--- config.mk ---
export PLATFORM = sky130hd
export DESIGN_NAME = uuid_text_validate_parse_core
export DESIGN_NICKNAME = d
export VERILOG_FILES = /design/src/design/uvp_pkg.sv /design/src/design/uvp_parse.sv /design/src/design/uuid_text_validate_parse_core.sv
export SDC_FILE = /design/constraint.sdc
export NUM_CORES = 1
export LEC_CHECK = 0
export ABC_CLOCK_PERIOD_IN_PS = 6900
export BUFFER_PORTS_ARGS = -buffer_cell sky130_fd_sc_hd__buf_2
export CAP_MARGIN = 30
export CORE_AREA = 4 4 147 149
export DETAILED_ROUTE_END_ITERATION = 10
export DIE_AREA = 0 0 151 153
export GPL_ROUTABILITY_DRIVEN = 0
export PLACE_DENSITY_LB_ADDON = 0.15
export SLEW_MARGIN = 10
export SYNTH_ARGS = -nofsm -noshare
export SYNTH_HDL_FRONTEND = slang
export SYNTH_SLANG_ARGS = --single-unit
--- constraint.sdc ---
create_clock -name clk -period 6.9 [get_ports clk]
set_input_delay 0.345 -clock clk [delete_from_list [all_inputs] [get_ports clk]]
set_output_delay 0.345 -clock clk [all_outputs]
set_load 0.03 [all_outputs]
--- src/design/uvp_pkg.sv ---
package uvp_pkg;

	localparam logic [5:0] POS_SAT       = 6'd41;
	localparam logic [5:0] STRICT_LEN    = 6'd36;
	localparam logic [5:0] LEGACY_LEN    = 6'd40;
	localparam logic [2:0] DASH_SAT      = 3'd5;
	localparam logic [2:0] LEGACY_DASHES = 3'd4;
	localparam logic [7:0] DASH_CHAR     = 8'h2D;

	// one character beat handed to the parse state
	typedef struct packed {
		logic       take;
		logic       eos;
		logic [7:0] character;
	} step_t;

	typedef struct packed {
		logic [63:0] uuid_high;
		logic [63:0] uuid_low;
		logic        strict_valid;
		logic        already_lower;
		logic        legacy_valid;
		logic        accepted;
		logic        needs_normalizing;
	} result_t;

	typedef struct packed {
		logic       ok;
		logic       upper;
		logic [3:0] val;
	} hex_t;

	function automatic hex_t hex_decode(input logic [7:0] c);
		hex_t h;
		h = '0;
		if (c >= 8'h30 && c <= 8'h39) begin
			h.ok  = 1'b1;
			h.val = c[3:0];
		end else if (c >= 8'h41 && c <= 8'h46) begin
			h.ok    = 1'b1;
			h.upper = 1'b1;
			h.val   = c[3:0] + 4'd9;
		end else if (c >= 8'h61 && c <= 8'h66) begin
			h.ok  = 1'b1;
			h.val = c[3:0] + 4'd9;
		end
		return h;
	endfunction

	function automatic logic is_dash_slot(input logic [5:0] p);
		return (p == 6'd8) || (p == 6'd13) || (p == 6'd18) || (p == 6'd23);
	endfunction

	// second digit of a byte: digit index (position minus dashes before it) is odd
	function automatic logic digit_odd(input logic [5:0] p);
		logic [5:0] d;
		d = p - {5'b0, p > 6'd8} - {5'b0, p > 6'd13}
		      - {5'b0, p > 6'd18} - {5'b0, p > 6'd23};
		return d[0];
	endfunction

endpackage

--- src/design/uvp_parse.sv ---
module uvp_parse (
	input  logic            clk,
	input  logic            arst_n,
	input  uvp_pkg::step_t  step,
	output uvp_pkg::result_t result
);
	import uvp_pkg::*;

	logic [5:0]   pos_q, pos_d;
	logic [127:0] acc_q, acc_d;
	logic [3:0]   nib_q, nib_d;
	logic         strict_fail_q, strict_fail_d;
	logic         upper_q, upper_d;
	logic [2:0]   dash_q, dash_d;
	logic         bad_q, bad_d;

	hex_t hx;
	logic is_dash;
	logic strict, lower, legacy, acc_ok;

	always_comb begin
		strict = !strict_fail_q && (pos_q == STRICT_LEN);
		lower  = strict && !upper_q;
		legacy = !bad_q && (((pos_q == STRICT_LEN) && (dash_q == LEGACY_DASHES)) ||
		                    ((pos_q == LEGACY_LEN) && (dash_q == 3'd0)));
		acc_ok = strict || legacy;
		result.uuid_high         = strict ? acc_q[127:64] : 64'd0;
		result.uuid_low          = strict ? acc_q[63:0] : 64'd0;
		result.strict_valid      = strict;
		result.already_lower     = lower;
		result.legacy_valid      = legacy;
		result.accepted          = acc_ok;
		result.needs_normalizing = acc_ok && !lower;
	end

	always_comb begin
		hx            = hex_decode(step.character);
		is_dash       = (step.character == DASH_CHAR);
		pos_d         = pos_q;
		acc_d         = acc_q;
		nib_d         = nib_q;
		strict_fail_d = strict_fail_q;
		upper_d       = upper_q;
		dash_d        = dash_q;
		bad_d         = bad_q;
		if (step.take) begin
			if (step.eos) begin
				pos_d         = '0;
				acc_d         = '0;
				nib_d         = '0;
				strict_fail_d = 1'b0;
				upper_d       = 1'b0;
				dash_d        = '0;
				bad_d         = 1'b0;
			end else if (pos_q < POS_SAT) begin
				if (is_dash) begin
					if (dash_q < DASH_SAT)
						dash_d = dash_q + 3'd1;
				end else if (!hx.ok) begin
					bad_d = 1'b1;
				end
				if (!strict_fail_q) begin
					if (pos_q >= STRICT_LEN) begin
						strict_fail_d = 1'b1;
					end else if (is_dash_slot(pos_q)) begin
						if (!is_dash)
							strict_fail_d = 1'b1;
					end else if (!hx.ok) begin
						strict_fail_d = 1'b1;
					end else begin
						if (hx.upper)
							upper_d = 1'b1;
						if (!digit_odd(pos_q))
							nib_d = hx.val;
						else
							acc_d = {acc_q[119:0], nib_q, hx.val};
					end
				end
				pos_d = pos_q + 6'd1;
			end
		end
	end

	always_ff @(posedge clk or negedge arst_n) begin
		if (!arst_n) begin
			pos_q         <= '0;
			acc_q         <= '0;
			nib_q         <= '0;
			strict_fail_q <= 1'b0;
			upper_q       <= 1'b0;
			dash_q        <= '0;
			bad_q         <= 1'b0;
		end else begin
			pos_q         <= pos_d;
			acc_q         <= acc_d;
			nib_q         <= nib_d;
			strict_fail_q <= strict_fail_d;
			upper_q       <= upper_d;
			dash_q        <= dash_d;
			bad_q         <= bad_d;
		end
	end

endmodule

--- src/design/uuid_text_validate_parse_core.sv ---
// UUID text checker and parser.
// Source channel (src_valid/src_stall): one beat per text character, then one
// beat with end_of_string set; character is ignored on that beat.
// Result channel (res_valid/res_stall): one beat per end beat, carrying the
// parsed 128-bit value and the strict/legacy/lower-case verdicts.
// Throughput: one source beat per cycle while src_stall is low. Each beat is
// captured in an input register and then folded into the parse state; an end
// beat's result is written to the result register when the beat is folded in.
// While the receiver stalls a result, character beats keep flowing; only an
// end beat waits in the input register, holding src_stall high, until the
// result register frees up.
// Reset clears the parse state and both valid flags; the next beat starts a
// new string. After each end beat the state returns to its reset values.
module uuid_text_validate_parse_core (
	input  logic        clk,
	input  logic        arst_n,
	input  logic        src_valid,
	output logic        src_stall,
	input  logic [7:0]  character,
	input  logic        end_of_string,
	output logic        res_valid,
	input  logic        res_stall,
	output logic [63:0] uuid_high,
	output logic [63:0] uuid_low,
	output logic        strict_valid,
	output logic        already_lower,
	output logic        legacy_valid,
	output logic        accepted,
	output logic        needs_normalizing
);
	import uvp_pkg::*;

	logic       valid_s1;
	logic       eos_s1;
	logic [7:0] char_s1;
	logic       take_s1;
	logic       res_free;
	logic       res_valid_q;
	step_t      step;
	result_t    res_d, res_q;

	assign res_free  = !res_valid_q || !res_stall;
	assign take_s1   = valid_s1 && (!eos_s1 || res_free);
	assign src_stall = valid_s1 && !take_s1;

	always_ff @(posedge clk or negedge arst_n) begin
		if (!arst_n) begin
			valid_s1 <= 1'b0;
		end else if (!src_stall) begin
			valid_s1 <= src_valid;
		end
	end

	always_ff @(posedge clk) begin
		if (!src_stall && src_valid) begin
			eos_s1  <= end_of_string;
			char_s1 <= character;
		end
	end

	assign step.take      = take_s1;
	assign step.eos       = eos_s1;
	assign step.character = char_s1;

	uvp_parse u_parse (
		.clk    (clk),
		.arst_n (arst_n),
		.step   (step),
		.result (res_d)
	);

	always_ff @(posedge clk or negedge arst_n) begin
		if (!arst_n) begin
			res_valid_q <= 1'b0;
		end else if (take_s1 && eos_s1) begin
			res_valid_q <= 1'b1;
		end else if (!res_stall) begin
			res_valid_q <= 1'b0;
		end
	end

	always_ff @(posedge clk) begin
		if (take_s1 && eos_s1)
			res_q <= res_d;
	end

	assign res_valid         = res_valid_q;
	assign uuid_high         = res_q.uuid_high;
	assign uuid_low          = res_q.uuid_low;
	assign strict_valid      = res_q.strict_valid;
	assign already_lower     = res_q.already_lower;
	assign legacy_valid      = res_q.legacy_valid;
	assign accepted          = res_q.accepted;
	assign needs_normalizing = res_q.needs_normalizing;

endmodule

==> flow_summary_export.csv, run 1 <==
group,metric,value,unit
grt,antenna_found_initial,0,
timing,hold-worst-slack,0.0176,ns
timing,setup_tns,0,ns
grt,grt_first_pass_wirelength,35.8,mm
timing,slew_headroom,0.489,
worst_setup_path,start_kind,"register",
synth,syn_inst,734,
die,fp-row-count,52,
placed_design,dp_hpwl,13.8,mm
worst_setup_path,rrSetupSlack,3.97,ns
worst_setup_path,reg2reg_depth,9,
synth,synth_warnings,0,
worst_setup_path,critPathTopFamily,"compound AO/OA/AOI/OAI gates",
synth,synth_edf_count,142,
synth,yosysMostFrequentCell,"dfrtp_1",
worst_setup_path,crit_path_cell_trace,"inv_1, ha_1, o21bai_1, a2111oi_2, o21bai_2, and3_4, nor2b_4, buf_4, a22o_1",
worst_setup_path,crit_buf_inv,2,
synth,synth_cell_types,53,
route,post_drt_wl_per_cell,18.5,um
route,wirelength,21.8,mm
layout,antenna_cells,0,
timing,worstMarginPinSlew,0.766,ns
die,design.core.area,20200,um^2
layout,layout.nets,906,
flow_run,max-cap-violations,0,
worst_setup_path,max_stage_delay,0.54,ns
clock_network,cts_tree,"yes",
clock_network,numCtsBuffers,29,
synth,synth_commonest_cells,"146 x dfrtp_1, 142 x edfxtp_1, 125 x and2_1",
route,firstDrtPassIters,5,
synth,synth_nets,757,
synth,ys_ff_latch,288,
route,route.detailed.drc,0,
worst_setup_path,worstSetupPathType,"reg2reg",
timing,finalCritPeriodShare,0.424,
route,antenna_left,0,
route,num_vias,6437,
clock_network,clk_pin_slew_worst_paths,0.06,ns
grt,grt_pass1_vias,6561,
worst_setup_path,worst-path-max-fanout,67,
worst_setup_path,cp_slowest_cell,"buf_4",
layout,area_growth,17.3,%
clock_network,cts_sinks,288,
timing,period_minus_slack,2.93,ns
timing,fmaxAchievable,342,MHz
synth,synth_ff_type,"dfrtp_1",
worst_setup_path,crit_arrival,3.40,ns
clock_network,clockBufferDepth,3,
timing,maxSlewViolCount,0,
synth,postSynth.asyncResetShare,0.507,
timing,setup_viol,0,
clock_network,cts_root_buf,"clkbuf_16",
timing,skew,0.0103,ns
synth,synth.area.top_cells,"edfxtp_1 39%, dfrtp_1 33%, a22o_1 9.8%",
synth,synth.avg_cell_area,15.0,um^2
clock_network,post_cts_buffers,0,
synth,synth_area,11000,um^2
synth,seq_area_frac_synth,0.718,
die,start_util,0.547,
route,drt_iter0_drc,435,
route,vias_per_cell,5.47,
grt,grt_overflow,0,
run_status,outcome,"finished clean",
worst_setup_path,r2r-end,"u_parse.acc_q[113]",
timing,rsz0062_at_grt,"no",
pwr,p_per_area,275,nW/um^2
pwr,p_leak,5.71,nW
worst_setup_path,required,7.37,ns
die,io_pins,148,
die,die_y,153,um
worst_setup_path,worstSetupEndpointType,"register",
placed_design,portBuffers,147,
synth,synth_top_area_frac,0.387,
pwr,ir_drop,0.171,mV
hold_path,worstHoldStart,"src_valid",
timing,finalHoldViolCount,0,
hold_path,min_path_type,"in2reg",
synth,yosys.area.top_type,"edfxtp_1",
hold_path,whs_path_depth,2,
worst_setup_path,reg2reg_from,"char_s1[1]",
layout,final_layout_size_suffix_gt1_frac,0.233,
grt,grt_usage,0.190,
hold_path,hold_end,"valid_s1",
clock_network,h-tree-depth,1,
clock_network,clock_latency,0.54,ns
grt,grt_max_degree,126,
die,dieArea,23100,um^2
die,die-width,151,um
==> state kept, by name, indices dropped and copies added, names as in the netlist, 3 cells and up <==
name and cells:
u_parse.pos_q 6, u_parse.dash_q 3, uuid_low 64, u_parse.acc_q 128
u_parse.nib_q 4, uuid_high 64, char_s1 8
==> per-layer routing <==
layer / global-route usage / up-vias / wire length [um]
met3: 0.0352 / 28 / 1340
li1: - / 2991 / -
met5: 0 / - / 0
met1: 0.272 / 3221 / 9590
met2: 0.306 / 197 / 10500
met4: 0.0453 / 0 / 351
==> worst register-to-register path, delay by kind of cell (launching register included) <==
family                     cells  cell delay [ns]
and+or+nand+nor                2             0.40
adders and majority gates      1             0.20
AOI/OAI and AO/OA              4             1.07
buffers and inverters          2             0.69
DFF                            1             0.50
==> area by class of cell <==
type	instances	area [um^2]
Sequential cell	288	7920
Fill cell	1545	7230
Multi-Input combinational cell	377	2770
Timing Repair Buffer	166	950
Clock buffer	37	786
Tap cell	270	338
Clock inverter	17	95.1
Inverter	21	83.8
==> power by group <==
part	internal, mW	total (mW)	leakage [nW]	switching (mW)
logic	0.0607	0.236	1.87	0.175
clock network	0.805	1.43	0.442	0.627
registers	1.85	1.89	3.40	0.0345
==> worst max path at each step <==
stage	start	to	slack (ns)	cells after the start
global route	u_parse.pos_q[0]	u_parse.acc_q[3]	3.73	9
CTS	u_parse.pos_q[0]	u_parse.acc_q[3]	3.99	9
finish	char_s1[1]	u_parse.acc_q[113]	3.97	9
floorplan	res_valid	accepted	1.68	4
global placement	u_parse.pos_q[0]	uuid_low[63]	4.21	7
detailed placement	u_parse.pos_q[0]	u_parse.acc_q[118]	4.05	9
==> layout by cell type, fill, tap and decap left out, types with 5 or more instances in the layout <==
cell	n
dlygate4sd3_1	10
buf_2	146
and2_1	125
clkinv_2	10
nand2_1	15
dfrtp_1	146
mux2i_1	11
ha_1	10
a21oi_1	7
edfxtp_1	142
inv_1	19
a22o_1	124
clkbuf_1	5
buf_4	7
clkbuf_16	29
nand3_1	5
nor2_1	20
==> timing repair <==
item / CTS / global route
endpoints found under the hold margin: 70 / 0
hold buffers: 10 / 0
resized for setup: 0 / 0
==> cell families (layout without fill, tap and decap cells) <==
group | Yosys count | in the layout | synth area share
DFF | 288 | 288 | 0.718
AOI/OAI and AO/OA | 160 | 160 | 0.123
adders and majority gates | 10 | 10 | 0.0113
muxes | 12 | 12 | 0.0110
and+or+nand+nor | 192 | 192 | 0.102
xor gates and xnor gates | 3 | 3 | 0.00238
buffers and inverters | 69 | 241 | 0.0328
==> through the flow <==
stage,utilization,instance area (um^2),std cells,power [mW],setup slack (ns)
floorplan,-,11000,734,2.08,1.68
global placement,0.590,11900,1110,2.14,4.21
detailed placement,0.591,11900,1111,2.15,4.05
CTS,0.640,12900,1175,3.59,3.99
global route,0.641,12900,1176,3.68,3.73
finish,0.641,12900,1176,3.55,3.97
Note: power is estimated with default switching activity, not from simulation.
==> run 2, diff against run 1 <==
- ABC_AREA: unset -> 1
- ABC_CLOCK_PERIOD_IN_PS: 6900 -> 2810
- CORE_AREA: 4 4 147 149 -> 4 4 158 160
- DIE_AREA: 0 0 151 153 -> 0 0 162 164
- clock period: 6.9 -> 2.81 ns (I/O delays scaled with it)
==> flow_summary_export.csv, run 2 <==
group,metric,value,unit
synth,yosys.area.top_type,"edfxtp_1",
timing,rsz0062_at_grt,"no",
run_status,outcome,"finished clean",
route,post_drt_wl_per_cell,14.5,um
synth,synth_commonest_cells,"281 x nor2_1, 212 x nand2_1, 163 x inv_1",
clock_network,cts_root_buf,"clkbuf_16",
timing,worstMarginPinSlew,0.684,ns
synth,synth_nets,1361,
route,route.detailed.drc,0,
worst_setup_path,worstSetupEndpointType,"register",
die,fp-row-count,56,
synth,ys_ff_latch,288,
synth,synth_warnings,0,
synth,seq_area_frac_synth,0.619,
timing,maxSlewViolCount,0,
synth,synth_top_area_frac,0.334,
die,die_y,164,um
die,design.core.area,23400,um^2
synth,synth_edf_count,142,
worst_setup_path,start_kind,"register",
synth,syn_inst,1338,
timing,finalCritPeriodShare,0.859,
placed_design,dp.cells,1750,
layout,largest_register_ff_count,128,
pwr,p_leak,6.86,nW
grt,grt_pass1_vias,9128,
synth,yosysMostFrequentCell,"nor2_1",
pwr,p_per_area,651,nW/um^2
grt,grt_max_degree,129,
die,die-width,162,um
layout,final_cell_mix,"281 x nor2_1, 211 x nand2_1, 162 x inv_1",
route,antenna_left,0,
clock_network,cts_sinks,288,
grt,use_met3,0.0271,
clock_network,cts.repair.resized,0,
grt,antenna_found_initial,0,
clock_network,clockBufferDepth,3,
grt,grt_first_pass_wirelength,45.1,mm
worst_setup_path,worst-path-max-fanout,128,
timing,period_minus_slack,2.41,ns
clock_network,clk_pin_slew_worst_paths,0.06,ns
clock_network,post_cts_buffers,0,
grt,busiest_layer,"met2",
layout,final_common_cell,"nor2_1",
clock_network,numCtsBuffers,30,
die,dieArea,26600,um^2
clock_network,cts_tree,"yes",
worst_setup_path,crit_arrival,2.89,ns
timing,slew_headroom,0.544,
layout,area_growth,16.6,%
hold_path,min_path_type,"in2async",
synth,synth.avg_cell_area,9.55,um^2
worst_setup_path,required,3.29,ns
layout,final_layout_size_suffix_gt1_frac,0.229,
grt,use_met2,0.342,
flow_run,max-cap-violations,0,
clock_network,clock_latency,0.54,ns
timing,finalHoldViolCount,0,
die,io_pins,148,
grt,globalRouteMet1Util,0.289,
timing,setup_tns,0,ns
placed_design,portBuffers,147,
timing,setup_viol,0,
route,wirelength,26.4,mm
route,vias_per_cell,4.95,
synth,synth_ff_type,"dfrtp_1",
route,drt_iter0_drc,790,
layout,layout.nets,1499,
placed_design,dp_hpwl,16.2,mm
layout,largest_register,"u_parse.acc_q",
die,start_util,0.546,
layout,antenna_cells,0,
timing,skew,0.00757,ns
layout,stdcell_count,1819,
clock_network,h-tree-depth,1,
route,num_vias,8995,
synth,synth_cell_types,31,
synth,synth.area.top_cells,"edfxtp_1 33%, dfrtp_1 29%, nor2_1 8.3%",
worst_setup_path,worstSetupPathType,"reg2reg",
synth,synth_area,12800,um^2
grt,grt_overflow,0,
timing,fmaxAchievable,414,MHz
route,firstDrtPassIters,5,
synth,postSynth.asyncResetShare,0.507,
grt,grt_usage,0.204,
pwr,ir_drop,0.590,mV
[run 2: cell types whose count changed after synthesis, moves of 6 or more]
cell / delta
nor2_1: +261
nand2_1: +197
nand3_1: +150
inv_1: +143
and2_1: -125
a22o_1: -124
nand2_2: +103
clkbuf_1: +17
buf_12: +11
mux2i_1: -11
o21ai_0: +9
buf_6: -6
inv_2: +6
[run 2: path summary, 6_finish.rpt]
check	startpoint	endpoint	slack [ns]	cells past startpoint
max in group asynchronous	arst_n	u_parse.acc_q[49]	1.79	3
setup / recovery	u_parse.pos_q[0]	u_parse.acc_q[80]	0.40	13
min in group clk	character[6]	char_s1[6]	0.31	2
hold / removal	arst_n	u_parse.acc_q[88]	0.16	2
setup reg to reg	u_parse.pos_q[0]	u_parse.acc_q[80]	0.40	13
hold reg to reg	u_parse.acc_q[117]	u_parse.acc_q[117]	0.47	2
[run 2: kinds of logic (layout without fill, tap and decap cells)]
logic type,count (synthesis),after routing,share of synthesized area
fa+ha+maj,10,10,0.00979
compound gates,26,26,0.0104
buf+inv,241,403,0.0894
xor+xnor,2,2,0.00196
simple gates,771,771,0.269
flops,288,288,0.619
[run 2: repair_timing]
| item | in CTS | in global routing |
|---|---|---|
| hold buffers | 13 | 0 |
| endpoints found under the hold margin | 68 | 0 |
| setup endpoints to repair | 0 | 0 |
[run 2: area by class of cell]
class	instances	area [um^2]
sequential	288	7920
timing repair buffer	177	1110
clock inverter	18	221
clock buffer	38	852
multi-input combinational	809	3760
inverter	170	642
tap	319	399
fill	2011	8500
[run 2: power by group]
part,switching (mW),internal (mW)
logic,0.672,0.211
clock network,1.62,2.60
registers,0.0586,4.55
[run 2: per-layer routing]
metal	part of all wire	wire length, um
met1	0.45	11800
met5	0	0
met4	0.015	396
met3	0.052	1360
met2	0.49	12900
[run 2: worst max-delay path: stages (launching register included)]
cell	delay [ns]
dfrtp_1	0.45
inv_1	0.17
ha_1	0.21
nor2_1	0.05
nand2_1	0.09
nand2_1	0.06
nor2_1	0.10
nand2_1	0.09
nand2_1	0.09
nand2_1	0.08
nand3_4	0.11
buf_12	0.40
nand3_1	0.20
nand2_1	0.11
[run 2: stage by stage]
step / setup WS, ns / power, mW / cell area, um^2 / hold WS (ns) / util
3_3_place_gp: 0.471 / 5.56 / 13700 / 0.171 / 0.586
5_1_grt: 0.176 / 10.1 / 14900 / 0.211 / 0.637
6_report: 0.397 / 9.70 / 14900 / 0.162 / 0.637
4_1_cts: 0.403 / 9.79 / 14900 / 0.174 / 0.637
3_5_place_dp: 0.424 / 5.57 / 13700 / 0.170 / 0.586
2_1_floorplan: -0.384 / 5.37 / 12800 / -0.155 / -
==> run 3, diff against run 2 <==
- ABC_CLOCK_PERIOD_IN_PS: 2810 -> 2900
- GPL_TIMING_DRIVEN: unset -> 0
- clock period: 2.81 -> 2.9 ns (I/O delays scaled with it)
==> flow_summary_export.csv, run 3 (synthesized netlist as in run 2, its figures left out) <==
group,metric,value,unit
placed_design,dp.cells,1808,
route,post_drt_wl_per_cell,14.2,um
layout,area_growth,18.4,%
clock_network,cts_tree,"yes",
pwr,internal_power,6.86,mW
route,antenna_left,0,
layout,antenna_cells,0,
layout,largest_register,"u_parse.acc_q",
timing,finalCritPeriodShare,0.910,
worst_setup_path,required,2.76,ns
route,vias_per_cell,4.90,
hold_path,min_path_type,"in2async",
clock_network,clock_latency,0.54,ns
worst_setup_path,rrSetupSlack,0.41,ns
route,wirelength,26.7,mm
die,io_pins,148,
worst_setup_path,r2r-end,"uuid_high[40]",
grt,grt_pass1_vias,9101,
clock_network,post_cts_buffers,0,
route,num_vias,9199,
timing,timing.final.ws_setup,0.262,ns
pwr,p_leak,6.98,nW
worst_setup_path,crit_arrival,2.49,ns
pwr,pwr-share-seq,0.490,
run_status,outcome,"finished clean",
grt,grt_usage,0.203,
pwr,comb_power_share,0.103,
pwr,p_sw,2.25,mW
worst_setup_path,worstSetupPathType,"reg2out",
layout,layout.nets,1558,
pwr,pwr-share-clk,0.407,
timing,period_minus_slack,2.64,ns
placed_design,place_ws,0.0898,ns
die,design.core.area,23400,um^2
timing,fmaxAchievable,379,MHz
clock_network,cts_sinks,288,
timing,skew,0.0113,ns
layout,largest_register_ff_count,128,
die,start_util,0.546,
timing,slew_headroom,0.568,
pwr,ir_drop,0.528,mV
grt,grt_overflow,0,
die,die-width,162,um
placed_design,portBuffers,147,
die,fp-row-count,56,
worst_setup_path,max_stage_delay,0.54,ns
timing,maxSlewViolCount,0,
clock_network,clk_pin_slew_worst_paths,0.06,ns
route,route.detailed.drc,0,
clock_network,clockBufferDepth,3,
layout,stdcell_count,1879,
timing,hold-worst-slack,0.128,ns
pwr,p_per_area,602,nW/um^2
clock_network,numCtsBuffers,31,
flow_run,max-cap-violations,0,
timing,setup_tns,0,ns
worst_setup_path,reg2reg_from,"u_parse.pos_q[0]",
clock_network,h-tree-depth,1,
timing,setup_viol,0,
timing,finalHoldViolCount,0,
timing,rsz0062_at_grt,"no",
layout,final_common_cell,"nor2_1",
pwr,switching_share,0.247,
grt,grt_first_pass_wirelength,44.4,mm
layout,final_cell_mix,"281 x nor2_1, 211 x nand2_1, 166 x buf_2",
route,firstDrtPassIters,5,
die,dieArea,26600,um^2
worst_setup_path,worstSetupEndpointType,"output port",
worst_setup_path,cp_slowest_cell,"clkbuf_1",
worst_setup_path,crit_path_cell_trace,"clkbuf_2, clkbuf_1, nand4_1, inv_1, buf_2",
worst_setup_path,reg2reg_depth,8,
layout,final_layout_size_suffix_gt1_frac,0.229,
grt,grt_max_degree,82,
worst_setup_path,worst-path-max-fanout,10,
die,die_y,164,um
timing,worstMarginPinSlew,0.645,ns
layout,n_fill_cell,2023,
placed_design,dp_hpwl,18.5,mm
clock_network,cts_root_buf,"clkbuf_16",
worst_setup_path,start_kind,"register",
grt,antenna_found_initial,0,
route,drt_iter0_drc,477,
[run 3: cell type report]
class	instances	area (um^2)	share of cell area
Sequential cell	288	7920	0.523
Clock buffer	46	882	0.0583
Buffer	71	507	0.0335
Multi-Input combinational cell	809	3730	0.247
Clock inverter	12	85.1	0.00562
Timing Repair Buffer	164	963	0.0637
Inverter	170	642	0.0424
Tap cell	319	399	0.0264
[run 3: worst max-delay path, delay by kind of cell, from the launching register on]
kind	cells	cell delay, ns
simple gates	1	0.23
flops	1	0.42
buf+inv	4	1.28
[run 3: timing repair]
action / in CTS / in global routing
setup endpoints to repair: 1 / 14
hold buffers: 13 / 0
resized for setup: 1 / 3
hold endpoints to repair: 76 / 0
[run 3: how the worst max path moves through the flow]
stage               cells after the start             to  slack [ns]              from
floorplan                               5       accepted       -0.29            eos_s1
global placement                        5   uuid_low[57]       -1.21            eos_s1
detailed placement                      8  uuid_high[45]        0.09  u_parse.pos_q[0]
CTS                                     8  uuid_high[45]        0.07  u_parse.pos_q[0]
global route                            5      src_stall        0.09            eos_s1
finish                                  5      src_stall        0.26            eos_s1
[run 3: power groups by stage]
stage | sequential, mW | clock, mW | combinational (mW)
3_5_place_dp | 4.54 | 0 | 0.932
6_report | 4.46 | 3.71 | 0.939
4_1_cts | 4.46 | 3.78 | 0.950
5_1_grt | 4.47 | 3.98 | 1.03
3_3_place_gp | 4.55 | 0 | 0.901
2_1_floorplan | 4.68 | 0 | 0.514
[run 3: per-stage QoR]
stage               utilization  area, um^2  total power, mW
finish                    0.646       15100             9.11
global route              0.646       15100             9.48
CTS                       0.646       15100             9.20
detailed placement        0.599       14000             5.48
global placement          0.595       13900             5.45
floorplan                     -       12800             5.20
[run 3: per-layer routing]
layer  track usage  vias up  routed length [um]
met5             0        -                   0
met1         0.285     4385               12200
met2         0.339      210               12900
li1              -     4573                   -
met4        0.0446        0                 384
met3        0.0334       31                1220
